[src/rtl/sacfl_pkg.sv]
package sacfl_pkg;

    // Fixed field widths of the lookup interface.
    localparam int ADDR_W = 32;
    localparam int SLOT_W = 4;
    localparam int LG_W   = 3;

    // Configuration port geometry.
    localparam int APB_DATA_W = 32;
    localparam int APB_ADDR_W = 3;

    // Register word indexes on the configuration port.
    localparam logic REG_SET_COUNT_LOG2 = 1'b0;

    // Default number of cache entries.
    localparam int DEF_CACHE_ENTRIES = 16;

    typedef enum logic [1:0] {
        ST_IDLE,
        ST_PREP,
        ST_SEARCH
    } t_state;

    // Status bits that travel with the probing item along the cell chain.
    typedef struct packed {
        logic active;
        logic hit;
        logic free;
    } t_probe_flags;

endpackage

[src/rtl/set_assoc_cache_fifo_lookup.sv]
// An accepted item is captured in r_addr, its set bounds go into the launch registers in the
// prepare state, and it walks the cell chain one cell per cycle into the output register. The
// next item is taken once the previous one has left the chain and the pending slot is empty.
// Reset (i_rst_n low at a rising edge, synchronous) invalidates every entry, clears every
// FIFO pointer, sets set_count_log2 to zero and empties the output register.
// A write of set_count_log2 flushes the cache the same way at the write edge.
module set_assoc_cache_fifo_lookup import sacfl_pkg::*; #(
    parameter int CACHE_ENTRIES = DEF_CACHE_ENTRIES
) (
    input  logic                  i_clk,
    input  logic                  i_rst_n,
    // Lookup request channel.
    input  logic                  i_valid,
    output logic                  o_stall,
    input  logic [ADDR_W-1:0]     i_block_address,
    // Lookup result channel.
    output logic                  o_valid,
    input  logic                  i_stall,
    output logic                  o_miss,
    output logic [SLOT_W-1:0]     o_slot,
    // Configuration port.
    input  logic                  psel,
    input  logic                  penable,
    input  logic                  pwrite,
    input  logic [APB_ADDR_W-1:0] paddr,
    input  logic [APB_DATA_W-1:0] pwdata,
    output logic [APB_DATA_W-1:0] prdata,
    output logic                  pready
);

    localparam int IDX_W  = $clog2(CACHE_ENTRIES);
    localparam int CNT_W  = $clog2(CACHE_ENTRIES + 1);
    localparam int PROD_W = IDX_W + CNT_W;
    // Largest set_count_log2 that still leaves at least one way per set.
    localparam int MAX_LG = $clog2(CACHE_ENTRIES + 1) - 1;
    localparam int LG_TOP = (1 << LG_W) - 1;
    localparam int LG_CAP = (MAX_LG < LG_TOP) ? MAX_LG : LG_TOP;

    // ------------------------------------------------------------------
    // Configuration register. A write changes the set layout, so every
    // cell drops its entry and its FIFO pointer on the same edge.
    // ------------------------------------------------------------------
    logic [LG_W-1:0] r_lg;
    logic            cfg_wr;

    assign pready = 1'b1;
    assign cfg_wr = psel && penable && pwrite && pready && (paddr[2] == REG_SET_COUNT_LOG2);

    always_ff @(posedge i_clk) begin
        if (!i_rst_n) begin
            r_lg <= '0;
        end else if (cfg_wr) begin
            r_lg <= pwdata[LG_W-1:0];
        end
    end

    always_comb begin
        if (paddr[2] == REG_SET_COUNT_LOG2) begin
            prdata = APB_DATA_W'(r_lg);
        end else begin
            prdata = '0;
        end
    end

    // ------------------------------------------------------------------
    // Set geometry. The effective log2 saturates so that the set count
    // never exceeds the entry count; the way count is the entry count
    // shifted down, and the leftover entries of a non power of two size
    // simply never fall inside any set.
    // ------------------------------------------------------------------
    logic [LG_W-1:0]   eff_lg;
    logic [CNT_W-1:0]  ways;

    assign eff_lg = (r_lg > LG_W'(LG_CAP)) ? LG_W'(LG_CAP) : r_lg;
    assign ways   = CNT_W'(CACHE_ENTRIES) >> eff_lg;

    // ------------------------------------------------------------------
    // Control. An item is captured in r_addr, its set bounds are worked
    // out in the prepare cycle, and then it is launched into cell 0.
    // ------------------------------------------------------------------
    t_state r_state, n_state;

    logic [ADDR_W-1:0] r_addr;
    logic              r_pend_valid;
    logic              in_take;
    logic              tail_done;

    assign o_stall = (r_state != ST_IDLE) || r_pend_valid;
    assign in_take = i_valid && !o_stall;

    always_ff @(posedge i_clk) begin
        if (!i_rst_n) begin
            r_state <= ST_IDLE;
        end else begin
            r_state <= n_state;
        end
    end

    always_comb begin
        n_state = r_state;
        case (r_state)
            ST_IDLE: begin
                if (in_take) begin
                    n_state = ST_PREP;
                end
            end
            ST_PREP: begin
                n_state = ST_SEARCH;
            end
            ST_SEARCH: begin
                if (tail_done) begin
                    n_state = ST_IDLE;
                end
            end
            default: begin
                n_state = ST_IDLE;
            end
        endcase
    end

    always_ff @(posedge i_clk) begin
        if (in_take) begin
            r_addr <= i_block_address;
        end
    end

    // Launch registers feeding the head of the chain.
    logic [IDX_W-1:0]  set_sel;
    logic [PROD_W-1:0] base_prod;
    logic [CNT_W-1:0]  base_calc;

    logic              r_l_active;
    logic [CNT_W-1:0]  r_l_base;
    logic [CNT_W-1:0]  r_l_limit;
    logic [IDX_W-1:0]  r_l_set;

    assign set_sel   = r_addr[IDX_W-1:0] & ~({IDX_W{1'b1}} << eff_lg);
    assign base_prod = PROD_W'(set_sel) * PROD_W'(ways);
    assign base_calc = base_prod[CNT_W-1:0];

    always_ff @(posedge i_clk) begin
        if (!i_rst_n) begin
            r_l_active <= 1'b0;
        end else begin
            r_l_active <= (r_state == ST_PREP);
        end
    end

    always_ff @(posedge i_clk) begin
        r_l_base  <= base_calc;
        r_l_limit <= base_calc + ways;
        r_l_set   <= set_sel;
    end

    // ------------------------------------------------------------------
    // Cell chain. Each cell owns one entry (tag, valid bit) and the FIFO
    // pointer of the set whose number equals its index. The item moves one
    // cell per cycle and collects the first hit, the first free way of its
    // set and its set's FIFO pointer.
    // ------------------------------------------------------------------
    t_probe_flags      lk_flags   [0:CACHE_ENTRIES];
    logic [ADDR_W-1:0] lk_addr    [0:CACHE_ENTRIES];
    logic [CNT_W-1:0]  lk_base    [0:CACHE_ENTRIES];
    logic [CNT_W-1:0]  lk_limit   [0:CACHE_ENTRIES];
    logic [IDX_W-1:0]  lk_set     [0:CACHE_ENTRIES];
    logic [IDX_W-1:0]  lk_hit_idx [0:CACHE_ENTRIES];
    logic [IDX_W-1:0]  lk_free_idx[0:CACHE_ENTRIES];
    logic [IDX_W-1:0]  lk_ptr     [0:CACHE_ENTRIES];

    logic              wr_en;
    logic [IDX_W-1:0]  wr_idx;
    logic              ptr_wr_en;
    logic [IDX_W-1:0]  ptr_wr_val;

    assign lk_flags[0]    = '{active: r_l_active, hit: 1'b0, free: 1'b0};
    assign lk_addr[0]     = r_addr;
    assign lk_base[0]     = r_l_base;
    assign lk_limit[0]    = r_l_limit;
    assign lk_set[0]      = r_l_set;
    assign lk_hit_idx[0]  = '0;
    assign lk_free_idx[0] = '0;
    assign lk_ptr[0]      = '0;

    for (genvar gi = 0; gi < CACHE_ENTRIES; gi++) begin : g_cell
        sacfl_cell #(
            .CACHE_ENTRIES (CACHE_ENTRIES),
            .CELL_INDEX    (gi),
            .IDX_W         (IDX_W),
            .CNT_W         (CNT_W)
        ) u_cell (
            .i_clk        (i_clk),
            .i_rst_n      (i_rst_n),
            .i_flush      (cfg_wr),
            .i_flags      (lk_flags[gi]),
            .i_addr       (lk_addr[gi]),
            .i_base       (lk_base[gi]),
            .i_limit      (lk_limit[gi]),
            .i_set        (lk_set[gi]),
            .i_hit_idx    (lk_hit_idx[gi]),
            .i_free_idx   (lk_free_idx[gi]),
            .i_ptr        (lk_ptr[gi]),
            .i_wr_en      (wr_en),
            .i_wr_idx     (wr_idx),
            .i_wr_addr    (lk_addr[CACHE_ENTRIES]),
            .i_ptr_wr_en  (ptr_wr_en),
            .i_ptr_wr_set (lk_set[CACHE_ENTRIES]),
            .i_ptr_wr_val (ptr_wr_val),
            .o_flags      (lk_flags[gi+1]),
            .o_addr       (lk_addr[gi+1]),
            .o_base       (lk_base[gi+1]),
            .o_limit      (lk_limit[gi+1]),
            .o_set        (lk_set[gi+1]),
            .o_hit_idx    (lk_hit_idx[gi+1]),
            .o_free_idx   (lk_free_idx[gi+1]),
            .o_ptr        (lk_ptr[gi+1])
        );
    end

    // ------------------------------------------------------------------
    // Resolution at the tail of the chain. A hit reports the matching way.
    // A miss fills the first free way, or else replaces the way named by
    // the set's FIFO pointer and advances that pointer, wrapping at the
    // way count. The cells are updated on the same edge.
    // ------------------------------------------------------------------
    t_probe_flags      tail;
    logic [CNT_W-1:0]  ptr_cur;
    logic [CNT_W-1:0]  ptr_inc;
    logic [CNT_W-1:0]  victim;
    logic [IDX_W-1:0]  chosen;
    logic              res_miss;

    assign tail      = lk_flags[CACHE_ENTRIES];
    assign tail_done = tail.active;

    always_comb begin
        ptr_cur = CNT_W'(lk_ptr[CACHE_ENTRIES]);
        if (ptr_cur >= ways) begin
            ptr_cur = '0;
        end
        ptr_inc = ptr_cur + CNT_W'(1);
        victim  = lk_base[CACHE_ENTRIES] + ptr_cur;
        if (tail.hit) begin
            chosen = lk_hit_idx[CACHE_ENTRIES];
        end else if (tail.free) begin
            chosen = lk_free_idx[CACHE_ENTRIES];
        end else begin
            chosen = victim[IDX_W-1:0];
        end
        res_miss   = !tail.hit;
        wr_en      = tail_done && !tail.hit;
        wr_idx     = chosen;
        ptr_wr_en  = tail_done && !tail.hit && !tail.free;
        ptr_wr_val = (ptr_inc >= ways) ? '0 : ptr_inc[IDX_W-1:0];
    end

    // ------------------------------------------------------------------
    // Output register plus one pending slot, so a result that arrives
    // while the output is stalled is kept; new items wait while it is full.
    // ------------------------------------------------------------------
    logic              r_out_valid;
    logic              r_out_miss;
    logic [SLOT_W-1:0] r_out_slot;
    logic              r_pend_miss;
    logic [SLOT_W-1:0] r_pend_slot;
    logic              out_free;

    assign out_free = !r_out_valid || !i_stall;

    always_ff @(posedge i_clk) begin
        if (!i_rst_n) begin
            r_out_valid  <= 1'b0;
            r_pend_valid <= 1'b0;
        end else if (tail_done) begin
            if (out_free) begin
                r_out_valid <= 1'b1;
            end else begin
                r_pend_valid <= 1'b1;
            end
        end else if (r_pend_valid && out_free) begin
            r_out_valid  <= 1'b1;
            r_pend_valid <= 1'b0;
        end else if (r_out_valid && !i_stall) begin
            r_out_valid <= 1'b0;
        end
    end

    always_ff @(posedge i_clk) begin
        if (tail_done) begin
            if (out_free) begin
                r_out_miss <= res_miss;
                r_out_slot <= SLOT_W'(chosen);
            end else begin
                r_pend_miss <= res_miss;
                r_pend_slot <= SLOT_W'(chosen);
            end
        end else if (r_pend_valid && out_free) begin
            r_out_miss <= r_pend_miss;
            r_out_slot <= r_pend_slot;
        end
    end

    assign o_valid = r_out_valid;
    assign o_miss  = r_out_miss;
    assign o_slot  = r_out_slot;

    // ------------------------------------------------------------------
    // Checks.
    // ------------------------------------------------------------------
    logic [CACHE_ENTRIES:0] probe_act;

    for (genvar ga = 0; ga <= CACHE_ENTRIES; ga++) begin : g_act
        assign probe_act[ga] = lk_flags[ga].active;
    end

    // Only one item is ever inside the chain.
    a_single_probe: assert property (@(posedge i_clk) disable iff (!i_rst_n)
        $onehot0(probe_act))
        else $error("more than one item in the cell chain");

    // The tail only fires while the controller waits for it.
    a_tail_in_search: assert property (@(posedge i_clk) disable iff (!i_rst_n)
        tail_done |-> (r_state == ST_SEARCH))
        else $error("item left the chain outside the search state");

    // The pending slot is only used behind a full output register.
    a_pend_behind_out: assert property (@(posedge i_clk) disable iff (!i_rst_n)
        r_pend_valid |-> r_out_valid)
        else $error("pending result without an output result");

    // A new result shows up only after a resolution or a pending transfer.
    a_out_source: assert property (@(posedge i_clk) disable iff (!i_rst_n)
        $rose(o_valid) |-> ($past(tail_done) || $past(r_pend_valid)))
        else $error("result appeared without a source");

endmodule

[src/rtl/sacfl_cell.sv]
module sacfl_cell import sacfl_pkg::*; #(
    parameter int CACHE_ENTRIES = DEF_CACHE_ENTRIES,
    parameter int CELL_INDEX    = 0,
    parameter int IDX_W         = $clog2(CACHE_ENTRIES),
    parameter int CNT_W         = $clog2(CACHE_ENTRIES + 1)
) (
    input  logic                i_clk,
    input  logic                i_rst_n,
    input  logic                i_flush,
    // Probe coming from the previous cell.
    input  t_probe_flags        i_flags,
    input  logic [ADDR_W-1:0]   i_addr,
    input  logic [CNT_W-1:0]    i_base,
    input  logic [CNT_W-1:0]    i_limit,
    input  logic [IDX_W-1:0]    i_set,
    input  logic [IDX_W-1:0]    i_hit_idx,
    input  logic [IDX_W-1:0]    i_free_idx,
    input  logic [IDX_W-1:0]    i_ptr,
    // Update broadcast from the controller.
    input  logic                i_wr_en,
    input  logic [IDX_W-1:0]    i_wr_idx,
    input  logic [ADDR_W-1:0]   i_wr_addr,
    input  logic                i_ptr_wr_en,
    input  logic [IDX_W-1:0]    i_ptr_wr_set,
    input  logic [IDX_W-1:0]    i_ptr_wr_val,
    // Probe handed to the next cell.
    output t_probe_flags        o_flags,
    output logic [ADDR_W-1:0]   o_addr,
    output logic [CNT_W-1:0]    o_base,
    output logic [CNT_W-1:0]    o_limit,
    output logic [IDX_W-1:0]    o_set,
    output logic [IDX_W-1:0]    o_hit_idx,
    output logic [IDX_W-1:0]    o_free_idx,
    output logic [IDX_W-1:0]    o_ptr
);

    localparam logic [CNT_W-1:0] MY_CNT = CNT_W'(CELL_INDEX);
    localparam logic [IDX_W-1:0] MY_IDX = IDX_W'(CELL_INDEX);

    logic [ADDR_W-1:0] r_tag;
    logic              r_valid;
    logic [IDX_W-1:0]  r_ptr;

    t_probe_flags      r_flags, n_flags;
    logic [ADDR_W-1:0] r_addr;
    logic [CNT_W-1:0]  r_base;
    logic [CNT_W-1:0]  r_limit;
    logic [IDX_W-1:0]  r_set;
    logic [IDX_W-1:0]  r_hit_idx, n_hit_idx;
    logic [IDX_W-1:0]  r_free_idx, n_free_idx;
    logic [IDX_W-1:0]  r_ptr_out, n_ptr_out;

    logic in_set;

    always_comb begin
        in_set     = (MY_CNT >= i_base) && (MY_CNT < i_limit);
        n_flags    = i_flags;
        n_hit_idx  = i_hit_idx;
        n_free_idx = i_free_idx;
        n_ptr_out  = (i_set == MY_IDX) ? r_ptr : i_ptr;
        // Cells are visited in ascending order, so the first match wins.
        if (i_flags.active && in_set && !i_flags.hit && r_valid && (r_tag == i_addr)) begin
            n_flags.hit = 1'b1;
            n_hit_idx   = MY_IDX;
        end
        if (i_flags.active && in_set && !i_flags.free && !r_valid) begin
            n_flags.free = 1'b1;
            n_free_idx   = MY_IDX;
        end
    end

    always_ff @(posedge i_clk) begin
        if (!i_rst_n || i_flush) begin
            r_valid <= 1'b0;
            r_ptr   <= '0;
        end else begin
            if (i_wr_en && (i_wr_idx == MY_IDX)) begin
                r_valid <= 1'b1;
            end
            if (i_ptr_wr_en && (i_ptr_wr_set == MY_IDX)) begin
                r_ptr <= i_ptr_wr_val;
            end
        end
    end

    always_ff @(posedge i_clk) begin
        if (i_wr_en && (i_wr_idx == MY_IDX)) begin
            r_tag <= i_wr_addr;
        end
    end

    always_ff @(posedge i_clk) begin
        if (!i_rst_n) begin
            r_flags <= '0;
        end else begin
            r_flags <= n_flags;
        end
    end

    always_ff @(posedge i_clk) begin
        r_addr     <= i_addr;
        r_base     <= i_base;
        r_limit    <= i_limit;
        r_set      <= i_set;
        r_hit_idx  <= n_hit_idx;
        r_free_idx <= n_free_idx;
        r_ptr_out  <= n_ptr_out;
    end

    assign o_flags    = r_flags;
    assign o_addr     = r_addr;
    assign o_base     = r_base;
    assign o_limit    = r_limit;
    assign o_set      = r_set;
    assign o_hit_idx  = r_hit_idx;
    assign o_free_idx = r_free_idx;
    assign o_ptr      = r_ptr_out;

endmodule

[config.mk]
export PLATFORM = sky130hd
export DESIGN_NAME = set_assoc_cache_fifo_lookup
export DESIGN_NICKNAME = d
export VERILOG_FILES = /design/src/rtl/sacfl_pkg.sv /design/src/rtl/set_assoc_cache_fifo_lookup.sv /design/src/rtl/sacfl_cell.sv
export SDC_FILE = /design/constraint.sdc
export NUM_CORES = 2
export LEC_CHECK = 0
export BUFFER_PORTS_ARGS = -buffer_cell sky130_fd_sc_hd__buf_4
export CAP_MARGIN = 20
export CELL_PAD_IN_SITES_DETAIL_PLACEMENT = 1
export CELL_PAD_IN_SITES_GLOBAL_PLACEMENT = 2
export CORE_AREA = 3 3 376 378
export DETAILED_ROUTE_END_ITERATION = 16
export DIE_AREA = 0 0 379 381
export GPL_ROUTABILITY_DRIVEN = 0
export PLACE_DENSITY_LB_ADDON = 0.3
export SETUP_SLACK_MARGIN = 0.3
export SYNTH_ARGS = -nofsm -noshare
export SYNTH_HDL_FRONTEND = slang
export SYNTH_SLANG_ARGS = --single-unit
[constraint.sdc]
create_clock -name i_clk -period 6.1 [get_ports i_clk]
set_input_delay 1.22 -clock i_clk [delete_from_list [all_inputs] [get_ports i_clk]]
set_output_delay 1.22 -clock i_clk [all_outputs]
set_load 0.05 [all_outputs]
# [After elaboration in Yosys (flattened, before gate mapping)]
# Cells that the tools add are included.
[totals] out_inout_bits=40 ff_bits=1596 in_bits=74
[op_classes] add_sub_neg=3 multipliers=1 muxes=71 magnitude_cmp=35 n_eq_ne=67 shifts=2 n_reduce_logical=217 bitwise_logic=4
[ops] operator="== test 32 bit" n=16
[ops] operator="logical AND 1 bit" n=150
[ops] operator="== test 4 bit (second input constant)" n=24
[ops] operator="two-way mux 4 bit" n=22
[ops] operator="zero test 1 bit" n=52
[ops] operator="== test 4 x 3 -> 1 bit (second input constant)" n=12
[ops] operator="two-way mux 1 bit" n=44
[ops] operator=">= comparator 4 x 5 -> 1 bit (first input constant)" n=8
[ops] operator="< comparator 4 x 5 -> 1 bit (first input constant)" n=8
[ops] operator="== test 4 x 2 -> 1 bit (second input constant)" n=6
[ops] operator=">= comparator 3 x 5 -> 1 bit (first input constant)" n=4
[ops] operator="< comparator 3 x 5 -> 1 bit (first input constant)" n=4
[ops] operator="== test 4 x 1 -> 1 bit (second input constant)" n=3
[ops] operator="zero test 4 bit" n=3
[ops] operator=">= comparator 1 x 5 -> 1 bit (first input constant)" n=2
[ops] operator=">= comparator 2 x 5 -> 1 bit (first input constant)" n=2
[ops] operator="< comparator 1 x 5 -> 1 bit (first input constant)" n=2
[ops] operator="< comparator 2 x 5 -> 1 bit (first input constant)" n=2
[ops] operator="AND reduction 2 bit" n=5
[ops] operator="two-way mux 3 bit" n=2
[ops] operator="inequality test 2 bit (second input constant)" n=3
[ops] operator="one-hot mux 2 bit (3 select lines)" n=1
[ops] operator="adder 5 x 1 -> 5 bit (second input constant)" n=1
[ops] operator="adder 5 bit" n=1
[ops] operator="18 further kinds" n=23

# [Longest topological paths before layout]
[logic_depth] word_depth=10 mapped_depth=18

# [Cells and area by module]
# From an unflattened synthesis, not the netlist that was laid out.
[hier_totals] cells_unflattened=3288 area_unflattened_um2=50808.7
[by_module_without_submodules] mod="set_assoc_cache_fifo_lookup" area_per_inst_um2=3123.0 seq_area_each_um2=1701.6 cells_each=258 n_inst=1
[by_module_without_submodules] mod="sacfl_cell at g_cell[1].u_cell" area_per_inst_um2=3081.7 seq_area_each_um2=2282.2 cells_each=198 n_inst=1
[by_module_without_submodules] mod="sacfl_cell at g_cell[10].u_cell" area_per_inst_um2=3046.7 seq_area_each_um2=2282.2 cells_each=197 n_inst=1
[by_module_without_submodules] mod="sacfl_cell at g_cell[8].u_cell" area_per_inst_um2=3026.7 seq_area_each_um2=2282.2 cells_each=195 n_inst=1
[by_module_without_submodules] mod="sacfl_cell at g_cell[9].u_cell" area_per_inst_um2=3017.9 seq_area_each_um2=2282.2 cells_each=194 n_inst=1
[by_module_without_submodules] mod="sacfl_cell at g_cell[2].u_cell" area_per_inst_um2=3016.6 seq_area_each_um2=2282.2 cells_each=194 n_inst=1
[by_module_without_submodules] mod="sacfl_cell at g_cell[12].u_cell" area_per_inst_um2=3014.1 seq_area_each_um2=2282.2 cells_each=195 n_inst=1
[by_module_without_submodules] mod="sacfl_cell at g_cell[6].u_cell" area_per_inst_um2=2999.1 seq_area_each_um2=2282.2 cells_each=194 n_inst=1
[by_module_without_submodules] mod="sacfl_cell at g_cell[13].u_cell" area_per_inst_um2=2991.6 seq_area_each_um2=2282.2 cells_each=194 n_inst=1
[by_module_without_submodules] mod="sacfl_cell at g_cell[14].u_cell" area_per_inst_um2=2986.6 seq_area_each_um2=2282.2 cells_each=194 n_inst=1
[by_module_without_submodules] mod="sacfl_cell at g_cell[15].u_cell" area_per_inst_um2=2967.8 seq_area_each_um2=2282.2 cells_each=191 n_inst=1
[by_module_without_submodules] mod="sacfl_cell at g_cell[3].u_cell" area_per_inst_um2=2950.3 seq_area_each_um2=2282.2 cells_each=182 n_inst=1
[by_module_without_submodules] mod="sacfl_cell at g_cell[7].u_cell" area_per_inst_um2=2927.8 seq_area_each_um2=2282.2 cells_each=182 n_inst=1
[by_module_without_submodules] mod="sacfl_cell at g_cell[4].u_cell" area_per_inst_um2=2922.8 seq_area_each_um2=2282.2 cells_each=179 n_inst=1
[by_module_without_submodules] mod="3 more rows"

# [Worst setup path after synthesis]
# No wires, ideal clock.
[synth_path] path_type="register to register" startpoint="reg r_lg[2]" endpoint="reg g_cell[8].u_cell.r_tag[0] (enable)" path_stages_with_launch=16 required_time_ns=5.598 n_path_buf=2 arrival_time_ns=6.182 setup_slack_ns=-0.584 path_cell_list="dfxtp_1 clkbuf_1 and3b_1 clkbuf_1 inv_1 ha_1 a2111oi_4 nor2_2 nor2b_1 ha_1 xor2_1 nand3_1 o311ai_1 o21ai_2 clkinv_1 nor4_1"
[synth_between] elab_chain_cells=10
[synth_rtl] item="start, declared" line="set_assoc_cache_fifo_lookup.sv:43" rtl="logic [LG_W-1:0] r_lg;"
[synth_rtl] item="start signal, assigned" line="set_assoc_cache_fifo_lookup.sv:53" rtl="r_lg <= pwdata[LG_W-1:0];"
[synth_rtl] item="> comparator 3 bit" line="set_assoc_cache_fifo_lookup.sv:74" rtl="assign eff_lg = (r_lg > LG_W'(LG_CAP)) ? LG_W'(LG_CAP) : r_lg;"
[synth_rtl] item="two-way mux 3 bit *" line="set_assoc_cache_fifo_lookup.sv:74"
[synth_rtl] item="right shift 5 x 3 -> 5 bit *" line="set_assoc_cache_fifo_lookup.sv:75" rtl="assign ways = CNT_W'(CACHE_ENTRIES) >> eff_lg;"
[synth_rtl] item=">= comparator 4 x 5 -> 1 bit *" line="set_assoc_cache_fifo_lookup.sv:237" rtl="if (ptr_cur >= ways) begin"
[synth_rtl] item="two-way mux 4 bit *" line="set_assoc_cache_fifo_lookup.sv:237"
[synth_rtl] item="adder 4 bit *" line="set_assoc_cache_fifo_lookup.sv:241" rtl="victim = lk_base[CACHE_ENTRIES] + ptr_cur;"
[synth_rtl] item="two-way mux 4 bit *" line="set_assoc_cache_fifo_lookup.sv:244" rtl="end else if (tail.free) begin"
[synth_rtl] item="two-way mux 4 bit *" line="set_assoc_cache_fifo_lookup.sv:242" rtl="if (tail.hit) begin"
[synth_rtl] item="net chosen[2]" line="set_assoc_cache_fifo_lookup.sv:229" rtl="logic [IDX_W-1:0] chosen;"
[synth_rtl] item="== test 4 bit *" line="sacfl_cell.sv:87" rtl="if (i_wr_en && (i_wr_idx == MY_IDX)) begin"
[synth_rtl] item="logical AND 1 bit *" line="sacfl_cell.sv:87"
[synth_rtl] item="end signal, assigned" line="sacfl_cell.sv:88" rtl="r_tag <= i_wr_addr;"
[synth_rtl] item="end, declared" line="sacfl_cell.sv:40" rtl="logic [ADDR_W-1:0] r_tag;"
# Mark *: on every way through the listed nets, which the timed path passes. The rest lies on a longest branch.
# A chain may end at the register's enable or synchronous reset.

# [Worst setup path after layout]
[layout_path] startpoint="reg r_lg[2]" endpoint="reg g_cell[10].u_cell.r_tag[23] (enable)"
[layout_between] elab_chain_cells=10
[layout_rtl] item="> comparator 3 bit" line="set_assoc_cache_fifo_lookup.sv:74"
[layout_rtl] item="two-way mux 3 bit *" line="set_assoc_cache_fifo_lookup.sv:74"
[layout_rtl] item="right shift 5 x 3 -> 5 bit *" line="set_assoc_cache_fifo_lookup.sv:75"
[layout_rtl] item=">= comparator 4 x 5 -> 1 bit *" line="set_assoc_cache_fifo_lookup.sv:237"
[layout_rtl] item="two-way mux 4 bit *" line="set_assoc_cache_fifo_lookup.sv:237"
[layout_rtl] item="adder 4 bit *" line="set_assoc_cache_fifo_lookup.sv:241"
[layout_rtl] item="two-way mux 4 bit *" line="set_assoc_cache_fifo_lookup.sv:244"
[layout_rtl] item="two-way mux 4 bit *" line="set_assoc_cache_fifo_lookup.sv:242"
[layout_rtl] item="net chosen[2]" line="set_assoc_cache_fifo_lookup.sv:229"
[layout_rtl] item="== test 4 bit *" line="sacfl_cell.sv:87"
[layout_rtl] item="logical AND 1 bit *" line="sacfl_cell.sv:87"
[layout_rtl] item="end signal, assigned" line="sacfl_cell.sv:88"
[layout_rtl] item="end, declared" line="sacfl_cell.sv:40"
# Marked as above.

==> insert_results.sql <==
INSERT INTO impl_metrics (metric_group, metric, value, unit) VALUES
('placed_design', 'detailedPlace.worstSlack', '0.745', 'ns'),
('timing', 'hold_violations', '0', ''),
('finish', 'mostFrequentLayoutCell', 'dfxtp_1', ''),
('timing', 'worst_clock_skew', '0.0233', 'ns'),
('power_and_ir_drop', 'power_report.internal_total', '17.0', 'mW'),
('power_and_ir_drop', 'post-layout-total-power', '21.6', 'mW'),
('clock_tree', 'cts_buffers', '158', ''),
('timing', 'time_the_final_worst_path_needs_with_i_o_delays_and_setup', '5.29', 'ns'),
('placed_design', 'place.detailed.hpwl', '81000', 'um'),
('logic_synthesis', 'yosys_warnings', '0', ''),
('die', 'initial_utilization', '35.0', '%'),
('timing', 'grt_setup_unrepaired', 'false', ''),
('detailed_routing', 'totalWireLength', '116000', 'um'),
('die', 'die_area', '144000', 'um^2'),
('global_routing', 'grt_max_degree', '65', ''),
('clock_tree', 'clkSinkCount', '1592', ''),
('timing', 'final.period_utilization', '86.7', '%'),
('critical_path', 'timing.critical_path.from_type', 'flip-flop', ''),
('logic_synthesis', 'asyncSetResetFlopFracSynth', '0', '%'),
('critical_path', 'critical_path_class', 'reg -> reg', ''),
('global_routing', 'groute.usage.overall', '16.1', '%'),
('finish', 'num-fill-cells', '13800', ''),
('run_status', 'outcome', 'completed', ''),
('critical_path', 'worst_ep_required_time', '6.50', 'ns'),
('finish', 'fraction_of_final_layout_cells_with_drive_strength_greater_than_1', '13.2', '%'),
('detailed_routing', 'drtIter0Drc', '1384', ''),
('clock_tree', 'clkLatencyLatePin', '0.76', 'ns'),
('min_path', 'type_of_the_most_critical_hold_path', 'reg -> reg', ''),
('logic_synthesis', 'synthesis.instances', '3086', ''),
('timing', 'tightest_slew', '1.14', 'ns'),
('timing', 'report.final.setup_viol', '0', ''),
('global_routing', 'grt_first_pass_wirelength', '169000', 'um'),
('critical_path', 'critical_path.cell_chain', 'nor3b_1 -> inv_1 -> ha_1 -> o21a_1 -> o21ai_2 -> nor2_2 -> nor2_1 -> and2_1 -> ha_1 -> xor2_1 -> nand3_1 -> o311ai_1 -> o21ai_2 -> clkinv_1 -> nor4_2 -> buf_4', ''),
('timing', 'relative_slew_margins', '23.6', '%'),
('clock_tree', 'clkTransAtPathRegs', '0.06', 'ns'),
('critical_path', 'cpPeakStageDelay', '0.70', 'ns'),
('logic_synthesis', 'syn_area', '48300', 'um^2'),
('detailed_routing', 'vias_per_cell', '4.51', ''),
('power_and_ir_drop', 'switching_share', '21.4', '%'),
('die', 'row_cnt', '136', ''),
('placed_design', 'port-buffer-count', '52', ''),
('placed_design', 'placed_cell_area', '51100', 'um^2'),
('die', 'io-pin-count', '114', ''),
('power_and_ir_drop', 'p_sw', '4.63', 'mW'),
('critical_path', 'worst-path-max-fanout', '32', ''),
('logic_synthesis', 'yosys.area.top_type_share', '43.0', '%'),
('detailed_routing', 'drtAntennaViolNets', '0', ''),
('critical_path', 'worst_setup_path_end_kind', 'flip-flop', ''),
('logic_synthesis', 'syn-mean-instance-area', '15.6', 'um^2'),
('clock_tree', 'cts_root_buffer', 'clkbuf_16', ''),
('critical_path', 'critical-path-top-delay-family', 'simple AND/OR/NAND/NOR gates', ''),
('critical_path', 'worst_path_max_delay_cell', 'nor3b_1', ''),
('finish', 'area_added_between_synthesis_and_finish', '16.7', '%'),
('timing', 'fmaxAchievable', '189', 'MHz'),
('timing', 'setup-tns-final', '0', 'ns'),
('timing', 'final_worst_setup_slack', '0.808', 'ns'),
('finish', 'commonest_cells_after_routing_fill_and_taps_aside', 'dfxtp_1, edfxtp_1, xnor2_1, xor2_1, clkbuf_16', ''),
('timing', 'finalMaxSlewViolations', '0', ''),
('logic_synthesis', 'synthTopCellsByArea', 'dfxtp_1, edfxtp_1, xnor2_1, xor2_1, mux2_2', ''),
('clock_tree', 'cts.htree.levels', '4', ''),
('detailed_routing', 'wire_per_inst', '22.1', 'um'),
('logic_synthesis', 'synth_flop_cell', 'dfxtp_1', ''),
('finish', 'sequential_cell_area', '37400', 'um^2'),
('finish', 'num-nets-final', '3405', ''),
('logic_synthesis', 'synth-edff-count', '554', ''),
('clock_tree', 'post_cts.resized_instances', '0', ''),
('clock_tree', 'clockBufferDepth', '3', ''),
('clock_tree', 'post_cts.repair.setup_buffers', '0', ''),
('power_and_ir_drop', 'share_comb_of_total_power', '2.2', '%'),
('power_and_ir_drop', 'power.share.sequential', '53.5', '%'),
('logic_synthesis', 'synth-seq-area-share', '77.5', '%');
worst reg2reg max path, stage by stage, from the launching register on:
cell      delay [ns]
dfxtp_1         0.52
nor3b_1         0.70
inv_1           0.17
ha_1            0.36
o21a_1          0.15
o21ai_2         0.07
nor2_2          0.39
nor2_1          0.13
and2_1          0.18
ha_1            0.20
xor2_1          0.16
nand3_1         0.09
o311ai_1        0.22
o21ai_2         0.28
clkinv_1        0.44
nor4_2          0.42
buf_4           0.44
power by group through the flow:
| stage | clock network, mW | registers (mW) | logic (mW) |
|---|---|---|---|
| global placement | 0 | 11.8 | 0.482 |
| detailed placement | 0 | 11.8 | 0.492 |
| finish | 9.57 | 11.6 | 0.485 |
| global route | 10.3 | 11.6 | 0.524 |
| CTS | 9.82 | 11.6 | 0.496 |
| floorplan | 0 | 11.7 | 0.289 |
routing by layer:
metal,global-route usage [%],up-vias,part of all wire (%)
met5,0,-,0
met1,22.0,11800,46
li1,-,11200,-
met4,4.63,0,2.2
met3,2.67,166,3.8
met2,26.4,432,48
kinds of logic (layout without fill, tap and decap cells):
group                    after synthesis  in the layout  synth area share, %
AO/OA/AOI/OAI                        167            167                 2.47
XOR/XNOR                             514            514                 9.33
adder cells (fa/ha/maj)               22             22                0.632
buffers and inverters                116            447                 1.16
flip-flops                          1592           1592                 77.5
multiplexers                          86             86                 1.95
other                                  2             31               0.0156
AND/OR/NAND/NOR                      587            587                 6.94
final timing paths:
path | slack [ns] | cells past startpoint | from | end
setup / recovery | 0.81 | 16 | r_lg[2] | g_cell[10].u_cell.r_tag[23]
hold / removal | 0.33 | 0 | g_cell[14].u_cell.o_base[0] | g_cell[15].u_cell.o_base[0]
setup reg to reg | 0.81 | 16 | r_lg[2] | g_cell[10].u_cell.r_tag[23]
hold reg to reg | 0.33 | 0 | g_cell[14].u_cell.o_base[0] | g_cell[15].u_cell.o_base[0]
cells in the mapped netlist, types with 51 or more instances:
library cell     n
xnor2_1        308
mux2_2          64
edfxtp_1       554
nor4_1          68
dfxtp_1       1038
nor2_1          57
inv_1           51
xor2_1         206
nand2_1         72
and2_1          56
nand3_1         61
nand4_1         93
sequential cells by signal, summed over array words and instances (netlist names), 5 cells and up:
signal	count
g_cell.u_cell.o_hit_idx	49
g_cell.u_cell.o_addr	512
g_cell.u_cell.r_ptr	64
r_addr	32
r_l_base	5
g_cell.u_cell.o_flags	48
g_cell.u_cell.o_base	79
g_cell.u_cell.o_limit	71
g_cell.u_cell.o_ptr	64
g_cell.u_cell.o_free_idx	49
g_cell.u_cell.o_set	64
g_cell.u_cell.r_valid	16
r_l_limit	5
g_cell.u_cell.r_tag	512
area by class of cell:
cell class	instances	share of cell area [%]
Timing Repair Buffer	97	1.34
Tap cell	1794	3.99
Multi-Input combinational cell	1406	18.6
Antenna cell	1	0.00444
Inverter	54	0.364
Clock buffer	232	8.16
Clock inverter	64	1.08
Sequential cell	1592	66.4
per-stage QoR:
step,util (%),std cells,hold slack [ns]
CTS,40.9,5238,0.323
finish,40.9,5240,0.325
global route,40.9,5239,0.330
global placement,37.0,4940,0.311
floorplan,-,3114,0.310
detailed placement,37.1,4942,0.313
Power figures use the tool's default switching activity.
